**src/rtl/core/hts_pkg.sv**
```systemverilog
package hts_pkg;

  localparam int FRAC_BITS_DEF = 16;

  localparam logic [3:0] HEIGHT_SCALE_RST = 4'd5;
  localparam logic [7:0] TILE_WIDTH_RST   = 8'd64;

  // configuration register indexes
  localparam logic [0:0] REG_HEIGHT_SCALE = 1'b0;
  localparam logic [0:0] REG_TILE_WIDTH   = 1'b1;

  typedef struct packed {
    logic neg;
    logic zero;
  } hts_flags_t;

endpackage

```
**src/rtl/core/hts_sqrt_cell.sv**
```systemverilog
module hts_sqrt_cell import hts_pkg::*; #(
  parameter int LW = 31,
  parameter int PW = 31
) (
  input  logic                 clk,
  input  logic                 rst,
  input  logic                 in_valid,
  input  logic [LW+1:0]        in_rem,
  input  logic [LW-1:0]        in_root,
  input  logic [2*LW-1:0]      in_nb,
  input  logic signed [PW-1:0] in_p,
  output logic                 out_valid,
  output logic [LW+1:0]        out_rem,
  output logic [LW-1:0]        out_root,
  output logic [2*LW-1:0]      out_nb,
  output logic signed [PW-1:0] out_p
);

  localparam int RW = LW + 2;
  localparam int NW = 2 * LW;

  logic [RW+1:0] cat;
  logic [RW+1:0] trial;
  logic [RW+1:0] diff;
  logic          ge;

  // one root bit: bring down two radicand bits, try root*4+1
  always_comb begin
    cat   = {in_rem, in_nb[NW-1 -: 2]};
    trial = {2'b00, in_root, 2'b01};
    diff  = cat - trial;
    ge    = (cat >= trial);
  end

  always_ff @(posedge clk) begin
    if (rst) begin
      out_valid <= 1'b0;
    end else begin
      out_valid <= in_valid;
    end
    out_rem  <= ge ? diff[RW-1:0] : cat[RW-1:0];
    out_root <= {in_root[LW-2:0], ge};
    out_nb   <= {in_nb[NW-3:0], 2'b00};
    out_p    <= in_p;
  end

endmodule

```
**config.mk**
```make
export PLATFORM = sky130hd
export DESIGN_NAME = hts_sqrt_cell
export DESIGN_NICKNAME = d
export VERILOG_FILES = /design/src/rtl/core/hts_pkg.sv /design/src/rtl/core/hts_sqrt_cell.sv
export SDC_FILE = /design/constraint.sdc
export NUM_CORES = 1
export LEC_CHECK = 0
export ABC_CLOCK_PERIOD_IN_PS = 2400
export CAP_MARGIN = 15
export CORE_AREA = 2 2 123 125
export CTS_BUF_LIST = sky130_fd_sc_hd__clkbuf_4 sky130_fd_sc_hd__clkbuf_8
export CTS_CLUSTER_SIZE = 25
export DETAILED_ROUTE_END_ITERATION = 8
export DIE_AREA = 0 0 125 127
export DONT_BUFFER_PORTS = 1
export PLACE_DENSITY = 0.66
export SLEW_MARGIN = 20
export SYNTH_ARGS = -nofsm -noshare
export SYNTH_HDL_FRONTEND = slang
export SYNTH_SLANG_ARGS = --single-unit
```
**constraint.sdc**
```tcl
create_clock -name clk -period 2.4 [get_ports clk]
set_clock_uncertainty 0.15 [all_clocks]
set_input_delay 0.12 -clock clk [delete_from_list [all_inputs] [get_ports clk]]
set_output_delay 0.12 -clock clk [all_outputs]
set_load 0.02 [all_outputs]
```
==> metrics <==
status complete, but fails checks; failing checks negative hold slack; grt total ovfl 0; min Tclk post-route 2.264 ns; # nets final 938; CTS tree built; hold_ws -0.4885 ns; Setup TNS 0 ns; most common cell after layout, fill and taps aside dfxtp_1; Num Clock Sinks 156; CORE AREA 0.01442 mm2; via count of the first global-routing pass 5,089; clk root buf clkbuf_8; Synth top area share 0.5296; Avg Vias per Cell 5.178; VDD IR max 358.7 uV; Starting Density 0.4088; gate count of the mapped netlist 546; gr usage total 0.2518; unrepaired setup endpoints after global routing false; DIE HEIGHT 127 um; maxcap violations 0; syn_area_per_cell 10.80 um2; Synth Register Bits 156; CP Launch Type primary input; initial antenna violation count 2; Post-DRT Antenna Nets 0; final hold violation count 14; ys async rst share 0; routed len/inst 22.31 um; most frequent cells in the layout dfxtp_1 (156), dlygate4sd3_1 (149), inv_1 (46), a21oi_1 (36), buf_4 (36); hold crit path type in2reg; cts bufs inserted 17; share of cells above drive strength 1 0.1939; crit path kind in2reg; Seq/Total Area, Yosys 0.5296; row count 44; Slew Limit Headroom 0.5956; Setup-failing EPs final 0; die area 0.01588 mm2; PwrDens 754.3 mW/mm2; Netlist Area Pre-Place 0.005897 mm2; first-pass GRT wire length 30,510 um; Yosys cell types 60; dpl hpwl 14,760 um; Design Power 6.508 mW; Yosys top cell by area dfxtp_1; FF/Latch Area 0.003123 mm2; Reg clk slew, reported paths 0.10 ns; Post-synth top flop dfxtp_1; vias 4,883; number of fill cells 1,192; clock buffer depth 2; top cells by area, synth dfxtp_1 (53%), ha_1 (7.0%), mux2_4 (4.6%), xnor2_1 (3.3%), inv_1 (3.2%); crit path DAT 2.47 ns; critical path peak fanout 13; Buffers on Ports 0; Max H-tree Level 4; Total Wirelength 21,040 um; Layout area overhead 46.32%; max-slew violations 0; Leak Pwr 3.657 nW; 1st-iter DRT viols 210; CP Capture Type flop; Tcrit/Tclk final 0.9435; EDFF count, synth 0; Final GP Congestion 0.9138; DR pass1 iterations 4; Worst Path Required 2.60 ns; fmax 0.4416 GHz; largest net degree at the start of global routing 27; multi-input logic area 0.002743 mm2; Slew @ Worst Pin 0.5912 ns; residual DRC count 0; Warnings, synthesis 0; die width 125 um; # IOs 318
-- per-stage QoR --
step                cell area, um2  setup slack [ns]  std cells    util
floorplan                     6178          -0.03382        547       -
global placement              6490          -0.01084        748  0.4499
detailed placement            6490          -0.05623        748  0.4499
CTS                           8284          0.009206        918  0.5743
global route                  8628           0.02035        943  0.5982
finish                        8628            0.1356        943  0.5982
-- state kept, by name, indices dropped and copies added (netlist names) --
signal,count
out_nb,60
out_p,31
out_rem,33
out_root,31
out_valid,1
-- power breakdown --
part	leakage [nW]	switching [mW]	total (mW)	internal, mW
clock network	0.200	1.18	2.07	0.881
logic	2.14	0.539	1.20	0.660
registers	1.32	0.420	3.24	2.82
total	3.66	2.14	6.51	4.37
-- metal layers --
metal,routed length (um),share of wire,GRT usage
met4,388,0.018,0.07451
met2,10810,0.51,0.4498
met1,8495,0.40,0.2935
met3,1326,0.063,0.07412
met5,13,0.00062,0
-- critical path: stages --
cell and delay, ns:
dlygate4sd3_1 0.54, inv_1 0.05, ha_1 0.32, nand4_1 0.16, nor2_1 0.19, nand3_1 0.14, o21a_1 0.22, o21a_4 0.16
buf_8 0.15, clkinv_16 0.08, mux2_2 0.34
-- cells in the mapped netlist, drive strengths merged, types with 2 or more instances --
library cell  number
a21o               4
clkbuf             2
o2111ai            3
o21ai             23
and2               2
dfxtp            156
o31a               2
ha                33
buf               12
a31oi              2
o21a               8
mux2i              4
nand4              7
nand3             12
xor2               2
mux2              24
nor4               5
o31ai              6
inv               51
nor2              27
a21oi             41
a211oi             5
a211o              4
o211ai            11
and3               4
a2111oi            3
nand2b             6
a21boi             2
xnor2             22
nor2b              3
o21bai             5
nor3              11
nand2             30
a221oi             3
-- cell families (layout without fill, tap and decap cells) --
| family | Yosys count | count (layout) | synth area share |
|---|---|---|---|
| mux | 28 | 28 | 0.06408 |
| simple gates | 112 | 112 | 0.09315 |
| buf+inv | 65 | 276 | 0.05665 |
| other cells | 1 | 3 | 0.0006359 |
| fa+ha+maj | 33 | 33 | 0.07002 |
| flops | 156 | 156 | 0.5296 |
| xor+xnor | 24 | 24 | 0.03565 |
| compound gates | 127 | 127 | 0.1502 |
-- area by class of cell --
type | count | area share
Antenna cell | 1 | 0.0002900
Inverter | 51 | 0.02726
Tap cell | 184 | 0.02668
Clock inverter | 15 | 0.02074
Multi-Input combinational cell | 326 | 0.3179
Timing Repair Buffer | 192 | 0.2162
Clock buffer | 17 | 0.02712
Sequential cell | 156 | 0.3619
Timing Repair inverter | 1 | 0.001885
-- final timing paths --
path / cells past startpoint / end / slack (ns) / from
worst max-delay path: 11 / out_rem[6] / 0.14 / in_root[29]
worst min-delay path: 0 / out_root[2] / -0.49 / in_root[1]
-- what timing repair did --
item                                    CTS  global route
hold buffers                            138            14
endpoints found under the setup margin    0            29
buffers inserted                          0             9
resized for setup                         0            22
hold endpoints to repair                155            26
(Power assumes the default switching activity.)
