### src/rtl/core/hts_pkg.sv
package hts_pkg;

  localparam int FRAC_BITS_DEF = 16;

  localparam logic [3:0] HEIGHT_SCALE_RST = 4'd5;
  localparam logic [7:0] TILE_WIDTH_RST   = 8'd64;

  // configuration register indexes
  localparam logic [0:0] REG_HEIGHT_SCALE = 1'b0;
  localparam logic [0:0] REG_TILE_WIDTH   = 1'b1;

  typedef struct packed {
    logic neg;
    logic zero;
  } hts_flags_t;

endpackage

### src/rtl/core/hts_div_cell.sv
module hts_div_cell import hts_pkg::*; #(
  parameter int LW = 31,
  parameter int QW = 18
) (
  input  logic          clk,
  input  logic          rst,
  input  logic          in_valid,
  input  logic [LW-1:0] in_rem,
  input  logic [LW-1:0] in_den,
  input  logic [QW-1:0] in_dv,
  input  logic [QW-1:0] in_q,
  input  hts_flags_t    in_flags,
  output logic          out_valid,
  output logic [LW-1:0] out_rem,
  output logic [LW-1:0] out_den,
  output logic [QW-1:0] out_dv,
  output logic [QW-1:0] out_q,
  output hts_flags_t    out_flags
);

  logic [LW:0] cat;
  logic [LW:0] diff;
  logic        ge;

  always_comb begin
    cat  = {in_rem, in_dv[QW-1]};
    diff = cat - {1'b0, in_den};
    ge   = (cat >= {1'b0, in_den});
  end

  always_ff @(posedge clk) begin
    if (rst) begin
      out_valid <= 1'b0;
    end else begin
      out_valid <= in_valid;
    end
    out_rem   <= ge ? diff[LW-1:0] : cat[LW-1:0];
    out_den   <= in_den;
    out_dv    <= {in_dv[QW-2:0], 1'b0};
    out_q     <= {in_q[QW-2:0], ge};
    out_flags <= in_flags;
  end

endmodule
### config.mk
export PLATFORM = sky130hd
export DESIGN_NAME = hts_div_cell
export DESIGN_NICKNAME = d
export VERILOG_FILES = /design/src/rtl/core/hts_pkg.sv /design/src/rtl/core/hts_div_cell.sv
export SDC_FILE = /design/constraint.sdc
export NUM_CORES = 1
export LEC_CHECK = 0
export ABC_CLOCK_PERIOD_IN_PS = 2050
export BUFFER_PORTS_ARGS = -buffer_cell sky130_fd_sc_hd__buf_2
export CORE_MARGIN = 3
export CORE_UTILIZATION = 24
export DETAILED_ROUTE_END_ITERATION = 10
export HOLD_SLACK_MARGIN = 0.12
export PLACE_DENSITY = 0.54
export SYNTH_ARGS = -nofsm -noshare
export SYNTH_HDL_FRONTEND = slang
export SYNTH_SLANG_ARGS = --single-unit
export TNS_END_PERCENT = 10
### constraint.sdc
create_clock -name clk -period 2.05 [get_ports clk]
set_input_delay 0.1025 -clock clk [delete_from_list [all_inputs] [get_ports clk]]
set_output_delay 0.1025 -clock clk [all_outputs]
set_load 0.005 [all_outputs]
==> results of run 1 <==
[flip-flops by register name (all words and copies together) (netlist names)]
register / flops
out_den: 31
out_dv: 17
out_flags: 2
out_q: 18
out_rem: 31
out_valid: 1
[cells by family after synthesis]
logic type	synth area share (%)
AO/OA/AOI/OAI	19.0
XOR/XNOR	4.91
adder cells (fa/ha/maj)	9.95
buffers and inverters	5.19
flip-flops	48.8
other	0.0915
AND/OR/NAND/NOR	12.0
[final timing paths]
kind	to	slack [ns]	cells after the start
hold / removal	out_rem[16]	0.15	4
setup / recovery	out_rem[30]	0.12	10
[where the power goes]
| part | internal, uW | switching, uW |
|---|---|---|
| clock | 851 | 805 |
| sequential | 2170 | 49.1 |
| combinational | 880 | 763 |
[repair_timing]
action                                  CTS  global route
buffers inserted                          0             0
endpoints found under the hold margin    98             1
hold buffers                             99             2
gates resized for setup                   1            23
pin swaps                                 0             7
endpoints found under the setup margin    3            31
[metal layers]
metal	vias up	GRT usage, %	wire, microns
met5	-	0	0
met3	12	3.82	1030
met1	1903	16.8	5820
li1	2254	-	-
met4	0	4.87	170
met2	138	24.5	6340
[cells in the mapped netlist, types with 2 or more instances]
library cell  instances
xnor2_1               9
o21a_1                5
nor2_1               36
a31oi_1               3
ha_1                 31
a21o_1                8
inv_1                40
dfxtp_1             100
or3_1                 2
xor2_1               14
nand3_1               5
a211oi_1              4
a21oi_2               9
o21ai_1               5
o211ai_1              2
o31ai_1               5
buf_6                 2
and3_1                3
nor4_1                2
nor2b_1               3
o311ai_1              2
a21oi_1              32
or4_1                 2
o21ai_0              22
nand2_1              34
nor3_1                5
buf_2                 5
nand4_1               5
o21bai_1              3
[worst max-delay path: stages]
cell	delay, ns
buf_2	0.10
ha_1	0.33
a21o_1	0.21
a221oi_2	0.30
o21ai_1	0.15
buf_4	0.17
a221o_1	0.32
a31oi_4	0.19
o21ai_1	0.10
a211oi_1	0.22
[area by class of cell]
cell class | instances | area share (%)
timing repair buffer | 392 | 36.3
multi-input combinational | 276 | 27.3
clock inverter | 6 | 0.752
clock buffer | 10 | 3.06
tap | 220 | 3.68
sequential | 100 | 26.7
inverter | 41 | 2.09
[per-stage QoR]
stage	setup TNS (ns)	utilization, %
6_report	0	45.0
2_1_floorplan	-0.227	-
4_1_cts	0	44.2
3_5_place_dp	-9.33	36.5
5_1_grt	-0.0359	45.0
3_3_place_gp	-8.92	36.5
==> results.sh, run 1 <==
export IMPL_fin_crit_ns=1.93
export IMPL_cp_arrival_ns=2.20
export IMPL_cp_required_ns=2.32
export IMPL_wl_per_cell_microns=12.8
export IMPL_cts_sinks=100
export IMPL_synthArstFlopShare_pct=0
export IMPL_start_util_pct=24.6
export IMPL_hp_start="in_rem[15]"
export IMPL_ys_warn_count=0
export IMPL_nFillCells=1605
export IMPL_synth_top_area_share_pct=48.8
export IMPL_rows=47
export IMPL_p_total_uw=5510
export IMPL_cts_buffers=9
export IMPL_pre_cts_ws_ns=-0.426
export IMPL_final_max_slew_viol_count=0
export IMPL_fin_crit_sh_pct=94.0
export IMPL_insertedDiodeCount=0
export IMPL_root_buffer="clkbuf_16"
export IMPL_layout_drive_gt1_share_pct=42.7
export IMPL_final_common_cell="buf_2"
export IMPL_drt_pass1_iter_count=4
export IMPL_setup_viol=0
export IMPL_avgSynthCellArea_sq_um=9.62
export IMPL_synth_top_cell_by_area="dfxtp_1"
export IMPL_routed_wl_microns=13400
export IMPL_htreeDepth=3
export IMPL_cp_startpoint="in_rem[18]"
export IMPL_via_count=4307
export IMPL_holdCritPathClass="in -> reg"
export IMPL_outcome="finished, final reports clean"
export IMPL_start_kind="input port"
export IMPL_track_usage_pct=14.1
export IMPL_die_h_microns=137
export IMPL_cp_end_kind="register"
export IMPL_cts_tree="done"
export IMPL_place_area_sq_um=6080
export IMPL_dieWidth_microns=137
export IMPL_p_leak_uw=0.00365
export IMPL_hold_viol_final=0
export IMPL_syn_inst=426
export IMPL_clock_path_buffers=2
export IMPL_dpl_cell_count=928
export IMPL_syn_nets=561
export IMPL_synth_distinct_cells=57
export IMPL_ys_top_cells_by_area="dfxtp_1 (49%), ha_1 (9.5%), a21oi_1 (3.9%)"
export IMPL_core_area_sq_um=16600
export IMPL_critPathMaxFanout=4
export IMPL_ys_ff_latch=100
export IMPL_fin_cells=1045
export IMPL_fmax_mhz=519
export IMPL_grt_ovfl_total=0
export IMPL_syn_area_sq_um=4100
export IMPL_critPathKind="in -> reg"
export IMPL_ir_drop_mv=0.377
export IMPL_grt_pass1_wl_microns=20700
export IMPL_gp_congestion=0.782
export IMPL_finalNetCount=955
export IMPL_final_area_sq_um=7490
export IMPL_drcViolationCount=0
export IMPL_layout_common_cells="buf_2 (201), dlygate4sd3_1 (101), dfxtp_1 (100)"
export IMPL_viasPerCell=4.12
export IMPL_synth_edf_count=0
export IMPL_grt_max_degree=20
export IMPL_dieArea_sq_um=18700
export IMPL_synth_flop_cell="dfxtp_1"
export IMPL_drt_initial_drc_count=116
export IMPL_cap_violations=0
export IMPL_seq_area_sq_um=2000
export IMPL_holdWs_ns=0.145
export IMPL_antenna_found_initial=0
export IMPL_finalWorstSetupSlack_ns=0.122
export IMPL_ioPinCount=204
export IMPL_ys_seq_area_share_pct=48.8
export IMPL_power_density_nw_per_um2=736
export IMPL_multiInputGateArea_sq_um=2050
export IMPL_place_hpwl_microns=10200
export IMPL_detail_route_antenna_nets=0
export IMPL_place_port_buffers=201
export IMPL_clk_pin_slew_ns=0.07
export IMPL_areaGrowthSynthToFinish_pct=82.7
export IMPL_grt_pass1_vias=4306
(Power assumes the default switching activity.)
==> inputs of run 2 (changes only) <==
--- a/config.mk
+++ b/config.mk
@@ -7,6 +7,7 @@
 export LEC_CHECK = 0
 export ABC_CLOCK_PERIOD_IN_PS = 2050
 export BUFFER_PORTS_ARGS = -buffer_cell sky130_fd_sc_hd__buf_2
+export CORE_ASPECT_RATIO = 2
 export CORE_MARGIN = 3
 export CORE_UTILIZATION = 24
 export DETAILED_ROUTE_END_ITERATION = 10
==> results.sh, run 2 (synthesis gave the netlist of run 1 again) <==
export IMPL_outcome="finished, final reports clean"
export IMPL_clock_path_buffers=2
export IMPL_final_common_cell="buf_2"
export IMPL_wl_per_cell_microns=13.7
export IMPL_grt_pass1_wl_microns=22000
export IMPL_die_h_microns=191
export IMPL_areaGrowthSynthToFinish_pct=90.0
export IMPL_ioPinCount=204
export IMPL_final_setup_tns_ns=0
export IMPL_htreeDepth=3
export IMPL_power_density_nw_per_um2=740
export IMPL_cp_end_kind="register"
export IMPL_grt_max_degree=17
export IMPL_via_count=4583
export IMPL_place_port_buffers=201
export IMPL_start_util_pct=24.4
export IMPL_hold_path_endpoint="out_rem[30]"
export IMPL_drcViolationCount=0
export IMPL_fin_util_pct=46.4
export IMPL_hp_start="in_rem[29]"
export IMPL_cts_buffers=9
export IMPL_fin_crit_sh_pct=97.2
export IMPL_root_buffer="clkbuf_16"
export IMPL_p_leak_uw=0.00378
export IMPL_layout_drive_gt1_share_pct=46.7
export IMPL_detail_route_antenna_nets=0
export IMPL_antenna_found_initial=1
export IMPL_track_usage_pct=14.9
export IMPL_fin_crit_ns=1.99
export IMPL_rows=67
export IMPL_holdWs_ns=0.157
export IMPL_rsz0062_at_grt="true"
export IMPL_insertedDiodeCount=0
export IMPL_slowest_delay_ns=0.35
export IMPL_cpMaxStageDelayCell="o31a_1"
export IMPL_cp_arrival_ns=2.23
export IMPL_grt_ovfl_total=0
export IMPL_core_area_sq_um=16800
export IMPL_hold_depth=4
export IMPL_viasPerCell=4.34
export IMPL_drt_pass1_iter_count=4
export IMPL_ir_drop_mv=0.419
export IMPL_cap_violations=0
export IMPL_cts_sinks=100
export IMPL_layout_common_cells="buf_2 (201), buf_4 (108), dlygate4sd3_1 (100), dfxtp_1 (100), inv_1 (38)"
export IMPL_cts_tree="done"
export IMPL_p_total_uw=5760
export IMPL_setup_viol=0
export IMPL_critPathKind="in -> reg"
export IMPL_dieArea_sq_um=18800
export IMPL_top_regs="out_den x31, out_rem x31, out_q x18"
export IMPL_final_max_slew_viol_count=0
export IMPL_hold_viol_final=0
export IMPL_routed_wl_microns=14400
export IMPL_dieWidth_microns=98.4
export IMPL_fmax_mhz=502
export IMPL_holdCritPathClass="in -> reg"
export IMPL_drt_initial_drc_count=101
export IMPL_cp_required_ns=2.29
export IMPL_finalNetCount=978
export IMPL_path_cells="buf_2, inv_2, ha_4, fa_2, nor2b_2, o31a_1, o21bai_4, a21oi_4, a21o_4, o21ai_4, clkinv_4, buf_12, nor2_1, a21oi_2"
export IMPL_clk_pin_slew_ns=0.07
export IMPL_place_hpwl_microns=11300
export IMPL_critPathMaxFanout=7
export IMPL_start_kind="input port"
export IMPL_gp_congestion=0.829
export IMPL_grt_pass1_vias=4804
run 2: final cells by class:
cell class,count,area (sq um)
fill,1638,8980
tap,207,259
inverter,41,159
clock buffer,11,253
multi-input combinational,276,2150
clock inverter,5,60.1
sequential,100,2000
timing repair buffer,415,2900
run 2: layer usage:
layer  part of all wire (%)  GRT usage [%]
met1                     33           13.0
met2                     58           30.7
met3                    5.8           3.63
met4                    2.8           6.73
met5                   0.14              0
run 2: report_power, final:
part / switching, uW / internal, uW / leakage [uW]
sequential: 56.7 / 2170 / 0.000844
combinational: 819 / 962 / 0.00279
clock: 742 / 1010 / 0.000152
total: 1620 / 4140 / 0.00378
run 2: repair_timing:
| action | in CTS | in global routing |
|---|---|---|
| cloned | 0 | 0 |
| endpoints found under the hold margin | 98 | 0 |
| gates resized for setup | 10 | 43 |
| pin swaps | 1 | 11 |
| buffers inserted | 0 | 4 |
| setup endpoints to repair | 26 | 30 |
| hold buffers | 100 | 0 |
run 2: per-stage QoR:
| stage | cell area (sq um) | worst slack (ns) | cells |
|---|---|---|---|
| final | 7790 | 0.0584 | 1055 |
| after global routing | 7790 | -0.0433 | 1055 |
| after CTS | 7560 | 0.000564 | 1051 |
| after detailed placement | 6210 | -0.506 | 935 |
| after global placement | 6210 | -0.446 | 935 |
| after floorplan | 4160 | -0.0230 | 426 |
run 2: how the worst max path moves through the flow:
stage	to	startpoint	cells past startpoint
6_report	out_rem[12]	in_dv[17]	14
5_1_grt	out_rem[12]	in_dv[17]	14
4_1_cts	out_rem[30]	in_den[20]	14
3_5_place_dp	out_rem[22]	in_rem[17]	12
3_3_place_gp	out_rem[22]	in_rem[17]	13
2_1_floorplan	out_rem[20]	in_dv[17]	11
run 2: critical path: cells and delay by family:
kind,cells,cell delay (ns)
adders and majority gates,2,0.33
buffers and inverters,4,0.50
and+or+nand+nor,2,0.16
AOI/OAI and AO/OA,6,1.14
==> inputs of run 3 (changes only) <==
--- a/config.mk
+++ b/config.mk
@@ -12,7 +12,7 @@
 export CORE_UTILIZATION = 24
 export DETAILED_ROUTE_END_ITERATION = 10
 export HOLD_SLACK_MARGIN = 0.12
-export PLACE_DENSITY = 0.54
+export PLACE_DENSITY = 0.46
 export SYNTH_ARGS = -nofsm -noshare
 export SYNTH_HDL_FRONTEND = slang
 export SYNTH_SLANG_ARGS = --single-unit
==> results.sh, run 3 (synthesis gave the netlist of run 1 again) <==
export IMPL_outcome="finished, final reports clean"
export IMPL_fmax_mhz=501
export IMPL_final_setup_tns_ns=0
export IMPL_cts_sinks=100
export IMPL_track_usage_pct=14.8
export IMPL_fin_crit_ns=2.00
export IMPL_place_hpwl_microns=11000
export IMPL_nFillCells=1714
export IMPL_ir_drop_mv=0.366
export IMPL_wl_per_cell_microns=13.3
export IMPL_via_count=4469
export IMPL_finalNetCount=965
export IMPL_drt_pass1_iter_count=4
export IMPL_place_port_buffers=201
export IMPL_cp_end_kind="register"
export IMPL_drcViolationCount=0
export IMPL_areaGrowthSynthToFinish_pct=85.0
export IMPL_holdWs_ns=0.127
export IMPL_cp_arrival_ns=2.25
export IMPL_hold_viol_final=0
export IMPL_grt_max_degree=22
export IMPL_layout_common_cells="buf_2 (201), dlygate4sd3_1 (101), dfxtp_1 (100)"
export IMPL_grt_pass1_wl_microns=22200
export IMPL_p_total_uw=5640
export IMPL_die_h_microns=191
export IMPL_worst_path_buf_inv=3
export IMPL_slowest_delay_ns=0.35
export IMPL_holdCritPathClass="in -> reg"
export IMPL_rows=67
export IMPL_seq_area_sq_um=2000
export IMPL_start_kind="input port"
export IMPL_fin_crit_sh_pct=97.4
export IMPL_crit_family="compound AO/OA/AOI/OAI gates"
export IMPL_drt_initial_drc_count=65
export IMPL_critPathKind="in -> reg"
export IMPL_viasPerCell=4.28
export IMPL_htreeDepth=3
export IMPL_detail_route_antenna_nets=0
export IMPL_top_regs="out_den x31, out_rem x31, out_q x18"
export IMPL_cts_buffers=9
export IMPL_final_common_cell="buf_2"
export IMPL_routed_wl_microns=13900
export IMPL_cts_tree="done"
export IMPL_multiInputGateArea_sq_um=2050
export IMPL_dieWidth_microns=98.4
export IMPL_ioPinCount=204
export IMPL_cpMaxStageDelayCell="fa_2"
export IMPL_critPathMaxFanout=4
export IMPL_power_density_nw_per_um2=744
export IMPL_root_buffer="clkbuf_16"
export IMPL_core_area_sq_um=16800
export IMPL_clk_pin_slew_ns=0.07
export IMPL_final_max_slew_viol_count=0
export IMPL_cap_violations=0
export IMPL_cp_required_ns=2.31
export IMPL_clock_path_buffers=2
export IMPL_start_util_pct=24.4
export IMPL_antenna_found_initial=2
export IMPL_grt_pass1_vias=4845
export IMPL_dieArea_sq_um=18800
export IMPL_grt_ovfl_total=0
export IMPL_path_cells="buf_2, inv_1, ha_2, fa_2, nor2b_2, o31a_1, o21bai_4, a21oi_4, a21o_4, buf_4, a31oi_4, o2111a_1, a211oi_1"
export IMPL_rsz0062_at_grt="true"
export IMPL_p_leak_uw=0.00371
export IMPL_setup_viol=0
export IMPL_gp_congestion=0.837
export IMPL_layout_drive_gt1_share_pct=43.5
-- run 3: changes by cell type in the layout (fill, tap and decap cells not counted), sizes merged --
cell | previous run | this run
buf | 315 | 301
clkbuf | 11 | 10
diode | 0 | 1
clkinvlp | 1 | 3
clkinv | 4 | 0
inv | 40 | 43
dlygate4sd3 | 100 | 101
-- run 3: what timing repair did --
item / in CTS / in global routing
endpoints found under the setup margin: 10 / 31
setup buffers: 0 / 2
pin swaps: 1 / 10
hold buffers: 99 / 2
resized for setup: 5 / 23
endpoints found under the hold margin: 99 / 1
-- run 3: worst paths after layout --
check      start          end  slack [ns]  depth (start not counted)
max    in_dv[17]  out_rem[30]        0.05                         13
min    in_den[0]   out_rem[0]        0.13                          3
-- run 3: power breakdown --
group          leakage (uW)  switching [uW]  total [uW]  internal (uW)
clock              0.000142             749        1740            988
combinational       0.00273             778        1680            903
sequential         0.000844            58.3        2230           2170
-- run 3: stage by stage --
| stage | std cells | utilization [%] | instance area (sq um) | setup slack (ns) |
|---|---|---|---|---|
| finish | 1043 | 45.2 | 7580 | 0.0540 |
| global route | 1043 | 45.2 | 7580 | -0.0451 |
| CTS | 1038 | 44.4 | 7440 | -0.00687 |
| detailed placement | 923 | 36.5 | 6120 | -0.471 |
| global placement | 923 | 36.5 | 6120 | -0.484 |
| floorplan | 426 | - | 4160 | -0.0230 |
-- run 3: metal layers --
layer  up-vias  share of wire, %  GRT usage, %
met3        27               5.7          3.08
li1       2275                 -             -
met1      2022                33          13.8
met2       143                58          29.6
met5         -             0.050             0
met4         2               3.3          7.31
-- run 3: area by class of cell --
cell class / instances / share of cell area (%)
Sequential cell: 100 / 26.4
Tap cell: 207 / 3.41
Timing Repair Buffer: 402 / 36.9
Clock inverter: 6 / 0.924
Antenna cell: 1 / 0.0330
Inverter: 41 / 2.10
Clock buffer: 10 / 3.15
Multi-Input combinational cell: 276 / 27.1
